**src/rtl/clp_pkg.sv**
```systemverilog
package clp_pkg;

    localparam int unsigned CompW    = 16;
    localparam int unsigned IndexW   = 32;
    localparam int unsigned DivSteps = 4;   // quotient bits resolved per divider stage
    localparam int unsigned DivStages = CompW / DivSteps;
    localparam int unsigned WeightW  = 8;
    localparam int unsigned WsumW    = 10;  // sum of three 8-bit weights
    localparam int unsigned DividendW = CompW + WsumW;
    localparam int unsigned CfgAddrW = 3;
    localparam int unsigned CfgDataW = 16;

    typedef enum logic [2:0] {
        MODE_WOB  = 3'd0,
        MODE_BOW  = 3'd1,
        MODE_GRAY = 3'd2,
        MODE_RGB  = 3'd3,
        MODE_CMYK = 3'd4
    } mode_t;

    typedef enum logic [CfgAddrW-1:0] {
        CFG_MODE     = 3'd0,
        CFG_MAX_GRAY = 3'd1,
        CFG_DEPTH    = 3'd2,
        CFG_RED_W    = 3'd3,
        CFG_GREEN_W  = 3'd4,
        CFG_BLUE_W   = 3'd5
    } cfg_addr_t;

    localparam logic [2:0]  ModeReset     = 3'd3;
    localparam logic [15:0] MaxGrayReset  = 16'd255;
    localparam logic [4:0]  DepthReset    = 5'd24;
    localparam logic [4:0]  DepthBytePack = 5'd24;
    localparam logic [7:0]  RedWReset     = 8'd30;
    localparam logic [7:0]  GreenWReset   = 8'd59;
    localparam logic [7:0]  BlueWReset    = 8'd11;
    localparam logic [15:0] FullScale     = 16'hFFFF;
    localparam logic [15:0] HalfScale     = 16'h7FFF;

    // Restoring divider working word: partial remainder and shifting dividend/quotient.
    typedef struct packed {
        logic [WsumW-1:0] rem;
        logic [CompW-1:0] bits;
    } div_word_t;

    // floor(x / 65535) via 2^16 reciprocal and up to two corrections.
    function automatic logic [16:0] div65535(input logic [31:0] x);
        logic [16:0] q0;
        logic [16:0] r;
        begin
            q0 = {1'b0, x[31:16]};
            r  = {1'b0, x[15:0]} + q0;
            if (r >= 17'd131070)
                div65535 = q0 + 17'd2;
            else if (r >= 17'd65535)
                div65535 = q0 + 17'd1;
            else
                div65535 = q0;
        end
    endfunction

    // Bits per color for a given pixel depth (depth / 3).
    function automatic logic [3:0] field_bits(input logic [4:0] depth);
        begin
            case (depth)
                5'd0, 5'd1, 5'd2:    field_bits = 4'd0;
                5'd3, 5'd4, 5'd5:    field_bits = 4'd1;
                5'd6, 5'd7, 5'd8:    field_bits = 4'd2;
                5'd9, 5'd10, 5'd11:  field_bits = 4'd3;
                5'd12, 5'd13, 5'd14: field_bits = 4'd4;
                5'd15, 5'd16, 5'd17: field_bits = 4'd5;
                5'd18, 5'd19, 5'd20: field_bits = 4'd6;
                5'd21, 5'd22, 5'd23: field_bits = 4'd7;
                5'd24, 5'd25, 5'd26: field_bits = 4'd8;
                5'd27, 5'd28, 5'd29: field_bits = 4'd9;
                default:             field_bits = 4'd10;
            endcase
        end
    endfunction

endpackage

```
**src/rtl/clp_div.sv**
```systemverilog
module clp_div
    import clp_pkg::*;
(
    input  logic                 clk,
    input  logic                 en,
    input  logic [DividendW-1:0] dividend,
    input  logic [WsumW-1:0]     divisor,
    output logic [CompW-1:0]     quotient
);

    div_word_t stage_reg  [DivStages];
    div_word_t stage_next [DivStages];

    always_comb
    begin
        div_word_t   w;
        logic [WsumW:0] t;
        for (int s = 0; s < DivStages; s++)
        begin
            if (s == 0)
            begin
                w.rem  = dividend[DividendW-1:CompW];
                w.bits = dividend[CompW-1:0];
            end
            else
            begin
                w = stage_reg[s-1];
            end
            for (int k = 0; k < DivSteps; k++)
            begin
                t = {w.rem, w.bits[CompW-1]};
                if (t >= {1'b0, divisor})
                begin
                    w.rem  = WsumW'(t - {1'b0, divisor});
                    w.bits = {w.bits[CompW-2:0], 1'b1};
                end
                else
                begin
                    w.rem  = t[WsumW-1:0];
                    w.bits = {w.bits[CompW-2:0], 1'b0};
                end
            end
            stage_next[s] = w;
        end
    end

    // Payload only: advance all stages together.
    always_ff @(posedge clk)
    begin
        if (en)
        begin
            for (int s = 0; s < DivStages; s++)
                stage_reg[s] <= stage_next[s];
        end
    end

    assign quotient = stage_reg[DivStages-1].bits;

endmodule

```
**config.mk**
```make
export PLATFORM = sky130hd
export DESIGN_NAME = clp_div
export DESIGN_NICKNAME = d
export VERILOG_FILES = /design/src/rtl/clp_pkg.sv /design/src/rtl/clp_div.sv
export SDC_FILE = /design/constraint.sdc
export NUM_CORES = 1
export LEC_CHECK = 0
export BUFFER_PORTS_ARGS = -buffer_cell sky130_fd_sc_hd__buf_2
export CAP_MARGIN = 20
export CORE_MARGIN = 2
export CORE_UTILIZATION = 65
export DETAILED_ROUTE_END_ITERATION = 10
export PLACE_DENSITY = 0.95
export SYNTH_ARGS = -nofsm -noshare
export SYNTH_HDL_FRONTEND = slang
export SYNTH_SLANG_ARGS = --single-unit
export TNS_END_PERCENT = 5
```
**constraint.sdc**
```tcl
create_clock -name clk -period 17.1 [get_ports clk]
set_clock_uncertainty 0.2 [all_clocks]
set_input_delay 0.855 -clock clk [delete_from_list [all_inputs] [get_ports clk]]
set_output_delay 0.855 -clock clk [all_outputs]
set_load 0.05 [all_outputs]
```
==> results of run 1 <==
-- critical path, delay by kind of cell --
| kind | cells | cell delay, ps |
|---|---|---|
| adders and majority gates | 4 | 1210 |
| AOI/OAI and AO/OA | 21 | 5640 |
| buffers and inverters | 6 | 1130 |
| and+or+nand+nor | 10 | 2370 |
-- synth_stat cells, drive strengths merged, types with 5 or more instances --
library cell and count:
nand2 80, a21o 48, nand4 22, a21oi 83, nand2b 20, edfxtp 94, o21a 24, nor2 71
a31oi 8, mux2i 23, o221ai 11, nand3 16, a211oi 11, buf 8, xor2 34, or2 7
clkbuf 8, o21ai 101, a41oi 5, inv 91, nor2b 34, o31ai 8, o31a 7, mux2 55
xnor2 62, a221oi 8, nor3 18, fa 15, or3 6, ha 160, o21bai 8
-- path summary, 6_finish.rpt --
path               startpoint               end  cells past startpoint
min reg2reg   stage_reg[2][6]  stage_reg[3][10]                      0
max reg2reg  stage_reg[1][16]  stage_reg[2][20]                     38
max                divisor[1]  stage_reg[2][20]                     41
min           stage_reg[2][6]  stage_reg[3][10]                      0
-- through the flow --
stage	setup slack (ps)	std cells	hold WS, ps
after floorplan	6680	1213	200
after global placement	6020	1486	200
after detailed placement	5530	1486	205
after CTS	5890	1502	221
after global routing	4900	1503	224
final	5730	1503	219
-- cells by family (layout without fill, tap and decap cells) --
group,count (synthesis),in the layout,share of synthesized area (%)
AO/OA/AOI/OAI,370,370,22.1
buffers and inverters,107,176,3.67
AND/OR/NAND/NOR,293,293,13.0
XOR/XNOR,96,96,7.56
multiplexers,78,78,7.64
other,0,1,0
adder cells (fa/ha/maj),175,175,20.7
flip-flops,94,94,25.4
-- layout make-up --
class	count	area (um2)	share of cell area, %
diodes	1	2.50	0.0208
clock buffers	9	225	1.87
clock inverters	7	72.6	0.604
inverters	91	342	2.84
multi-input cells	1012	7890	65.7
flip-flops and latches	94	2820	23.5
well taps	220	275	2.29
repair buffers	69	388	3.23
-- per-layer routing --
metal  routed length, um  track usage (%)  part of all wire (%)
met3                2070             5.29                   7.1
met1               11800             40.3                    40
met2               13700             55.5                    47
met5                   0                0                     0
met4                1560             19.1                   5.3
==> results.toml, run 1 <==
[status]
outcome = "completed"

[synthesis]
synthArstFlopShare_pct = 0
synth_cell_types = 74
ys_ff_latch = 94
syn_avg_cell_area_um2 = 9.17
synth_area_mm2 = 0.0111
yosysTopAreaCell = "edfxtp_1"
synth_seq_area_share_pct = 25.4
ys_dominant_reg_cell = "edfxtp_1"
synth_area_leaders = "edfxtp_1, ha_1, mux2_2"
synth_fp_nets = 1426
synth-edff-count = 94
ys.warnings.count = 0
syn_inst = 1213
netlist.area_leader.share_pct = 25.4

[grt]
track_usage_pct = 33.0
grt_max_degree = 81
grt.overflow.total = 0
antenna_found_initial = 1
grt_pass1_vias = 9942
grt_pass1_wl_um = 47900

[layout]
area_growth_pct = 8.07
design_area_mm2 = 0.0120
drive_gt1_share_pct = 12.6
final_common_cell = "ha_1"
fin_nets = 1490
layout_common_cells = "ha_1, o21ai_0, edfxtp_1"
fill_cells = 1165
final_core_util_pct = 72.2
largest_reg_flops = 94

[flow_run]
drv_cap = 0

[clock_tree]
cts_sinks = 94
cts_buffers = 9
path_clk_slew_ps = 70
post_cts_buffers = 0
clockBufferDepth = 2
cts_resized = 0
htree_levels = 3
root_buffer = "clkbuf_16"
insertion_delay_ps = 370
holdBufCountCts = 0
cts_tree = "built"

[route]
dr.pass1.iters = 7
routed_wl_um = 29200
final_antenna_net_count = 0
drc = 0
drtIter0Drc = 825
vias_per_cell = 6.65
dr_total_vias = 9993
drt-wirelength-per-cell_um = 19.4

[sta]
period_share_pct = 66.5
finalHoldViolCount = 0
setup_tns_ps = 0
worst_slew_pin_slew_ps = 1080
max-slew-margin-rel_pct = 28.1
period_minus_slack_ps = 11370
setup_viol = 0
max_freq_mhz = 88.0
final-max-slew-violation-count = 0
rsz0062_at_grt = "no"

[die]
ioPinCount = 54
die_area_mm2 = 0.0182
die_y_um = 135
rows = 47
initial_core_util_pct = 66.8
core_mm2 = 0.0166
dieWidth_um = 135

[setup_path]
crit_type = "input port to flop"
cp_common_cell = "o21ai_0"
critPathLaunchType = "input port"
cp-end-kind = "flop"
cp_slowest_cell = "a311oi_2"
required_ps = 16990
rrSetupSlack_ps = 6540
cp_max_fo = 21
crit_path_max_incr_delay_ps = 800
cp.arrival_ps = 11260

[worst_hold_path]
hold_path_class = "flop to flop"

[placement]
post_dp_cell_area_mm2 = 0.0117
gp_congestion = 1.02
hpwl_um = 21500
io_buffers = 53
Power of run 1 is left out: the tool's default activity adds up to more than one toggle a clock period on the data nets, which glitch-free logic cannot reach.
==> run 2: changes to the inputs <==
--- a/config.mk
+++ b/config.mk
@@ -5,12 +5,13 @@
 export SDC_FILE = /design/constraint.sdc
 export NUM_CORES = 1
 export LEC_CHECK = 0
+export ABC_AREA = 1
 export BUFFER_PORTS_ARGS = -buffer_cell sky130_fd_sc_hd__buf_2
 export CAP_MARGIN = 20
 export CORE_MARGIN = 2
-export CORE_UTILIZATION = 65
+export CORE_UTILIZATION = 64
 export DETAILED_ROUTE_END_ITERATION = 10
-export PLACE_DENSITY = 0.95
+export PLACE_DENSITY = 0.93
 export SYNTH_ARGS = -nofsm -noshare
 export SYNTH_HDL_FRONTEND = slang
 export SYNTH_SLANG_ARGS = --single-unit
==> constraint.sdc (replaced) <==
create_clock -name clk -period 10.7 [get_ports clk]
set_clock_uncertainty 0.2 [all_clocks]
set_input_delay 0.535 -clock clk [delete_from_list [all_inputs] [get_ports clk]]
set_output_delay 0.535 -clock clk [all_outputs]
set_load 0.05 [all_outputs]
==> results.toml, run 2 <==
[status]
outcome = "completed"

[sta]
max-slew-margin-rel_pct = 48.5
period_minus_slack_ps = 8490
finalHoldViolCount = 0
setup_viol = 0
rsz0062_at_grt = "no"
setup_tns_ps = 0
max_freq_mhz = 118
period_share_pct = 79.3
whs_ps = 139
final-max-slew-violation-count = 0
worst_slew_pin_slew_ps = 773

[worst_hold_path]
hold_depth = 1
hold_path.startpoint = "dividend[8]"
hold_path_class = "input port to flop"
hold_end = "stage_reg[0][12]"

[synthesis]
yosysMostFrequentCell = "nand2_1"
synth_area_leaders = "edfxtp_1, ha_1, nand2_1"
synth_area_mm2 = 0.0121
yosysTopAreaCell = "edfxtp_1"
ys_ff_latch = 94
synthArstFlopShare_pct = 0
ys.warnings.count = 0
ys_top_cells_by_count = "nand2_1, inv_1, ha_1, nand3_1, a21oi_1"
syn_avg_cell_area_um2 = 7.24
synth_fp_nets = 1891
synth-edff-count = 94
synth_seq_area_share_pct = 23.3
syn_inst = 1678
netlist.area_leader.share_pct = 23.3
ys_dominant_reg_cell = "edfxtp_1"
synth_cell_types = 47

[grt]
track_usage_pct = 30.4
grt_pass1_vias = 10890
grt_pass1_wl_um = 49600
grt.overflow.total = 0
grt_use_met3_pct = 3.68
grt_max_degree = 61
busiest_layer = "met2"
grtUsageMet1_pct = 39.2
antenna_found_initial = 0
grtUsageMet2_pct = 50.3

[setup_path]
crit_type = "input port to flop"
cpLargestDelayFamily = "simple AND/OR/NAND/NOR gates"
rrSetupSlack_ps = 3030
r2r-start = "stage_reg[0][23]"
cp.arrival_ps = 8410
crit_path_max_incr_delay_ps = 430
worst_r2r_endpoint = "stage_reg[1][25]"
critPathLaunchType = "input port"
worst-path-buf-inv = 6
startpoint = "divisor[6]"
cp_max_fo = 15
worstRegToRegCells = 42
cp-end-kind = "flop"
cp_slowest_cell = "o21ai_0"
cp_common_cell = "nand2_1"
required_ps = 10620

[layout]
fin_nets = 1937
multiInputGateArea_mm2 = 0.00826
insertedDiodeCount = 0
regArea_mm2 = 0.00282
final_common_cell = "nand2_1"
area_growth_pct = 5.63
layout_common_cells = "nand2_1, inv_1, ha_1"
design_area_mm2 = 0.0128
largest_reg_flops = 94
fill_cells = 1508
drive_gt1_share_pct = 8.91

[route]
dr_total_vias = 11575
routed_wl_um = 30500
vias_per_cell = 5.90
drc = 0
dr.pass1.iters = 8
final_antenna_net_count = 0
drtIter0Drc = 754
drt-wirelength-per-cell_um = 15.5

[die]
initial_core_util_pct = 65.1
ioPinCount = 54
dieWidth_um = 142
core_mm2 = 0.0186
die_y_um = 142
die_area_mm2 = 0.0201
rows = 50

[placement]
post_dp_cell_area_mm2 = 0.0125
hpwl_um = 23400
gp_congestion = 1.09
io_buffers = 53

[clock_tree]
clockBufferDepth = 2
path_clk_slew_ps = 80
root_buffer = "clkbuf_16"
cts_buffers = 9
htree_levels = 3
holdBufCountCts = 0
insertion_delay_ps = 370
cts_sinks = 94
cts_tree = "built"
cts_resized = 0
post_cts_buffers = 0

[flow_run]
drv_cap = 0
-- run 2: cell count changes after synthesis, moves of 25 or more --
| cell | before | now |
|---|---|---|
| xnor2_1 | 62 | 37 |
| mux2_2 | 55 | 0 |
| a21oi_1 | 83 | 108 |
| nand3_1 | 16 | 110 |
| o21ai_0 | 99 | 66 |
| xor2_1 | 34 | 60 |
| inv_1 | 90 | 209 |
| nor2b_1 | 34 | 0 |
| nand2_1 | 79 | 503 |
| a21o_1 | 48 | 8 |
-- run 2: per-layer routing --
layer	part of all wire [%]	routed length [um]
met5	0	0
met4	5.0	1510
met3	7.2	2210
met2	45	13900
met1	42	12900
-- run 2: kinds of logic (layout without fill, tap and decap cells) --
group / count (synthesis) / after routing / synth area share (%)
and+or+nand+nor: 831 / 831 / 31.1
DFF: 94 / 94 / 23.3
adders and majority gates: 175 / 175 / 19.0
buffers and inverters: 245 / 296 / 8.75
xor gates and xnor gates: 97 / 97 / 7.00
AOI/OAI and AO/OA: 236 / 236 / 10.9
-- run 2: worst register-to-register path: cells and delay by family (launching register included) --
family	cells	cell delay, ps
AO/OA/AOI/OAI	7	1420
adder cells (fa/ha/maj)	4	1410
buffers and inverters	2	190
flip-flops	1	450
AND/OR/NAND/NOR	29	3800
-- run 2: worst max path at each step --
stage	to	cells past startpoint
2_1_floorplan	stage_reg[0][23]	47
3_3_place_gp	stage_reg[0][23]	45
3_5_place_dp	stage_reg[0][17]	45
4_1_cts	stage_reg[0][17]	45
5_1_grt	stage_reg[0][16]	46
6_report	stage_reg[0][17]	45
-- run 2: final cells by class --
type | instances | share of cell area [%]
clock buffer | 9 | 1.76
clock inverter | 7 | 0.527
inverter | 217 | 6.37
multi-input combinational | 1339 | 64.4
sequential | 94 | 22.0
tap | 234 | 2.28
timing repair buffer | 63 | 2.67
-- run 2: metrics by stage --
step | setup slack (ps) | std cells | utilization (%)
4_1_cts | 2370 | 1963 | 68.8
6_report | 2210 | 1963 | 68.8
3_5_place_dp | 1970 | 1947 | 67.2
5_1_grt | 1250 | 1963 | 68.8
2_1_floorplan | 3430 | 1678 | -
3_3_place_gp | 2240 | 1947 | 67.2
Power of run 2 is left out for the same reason.
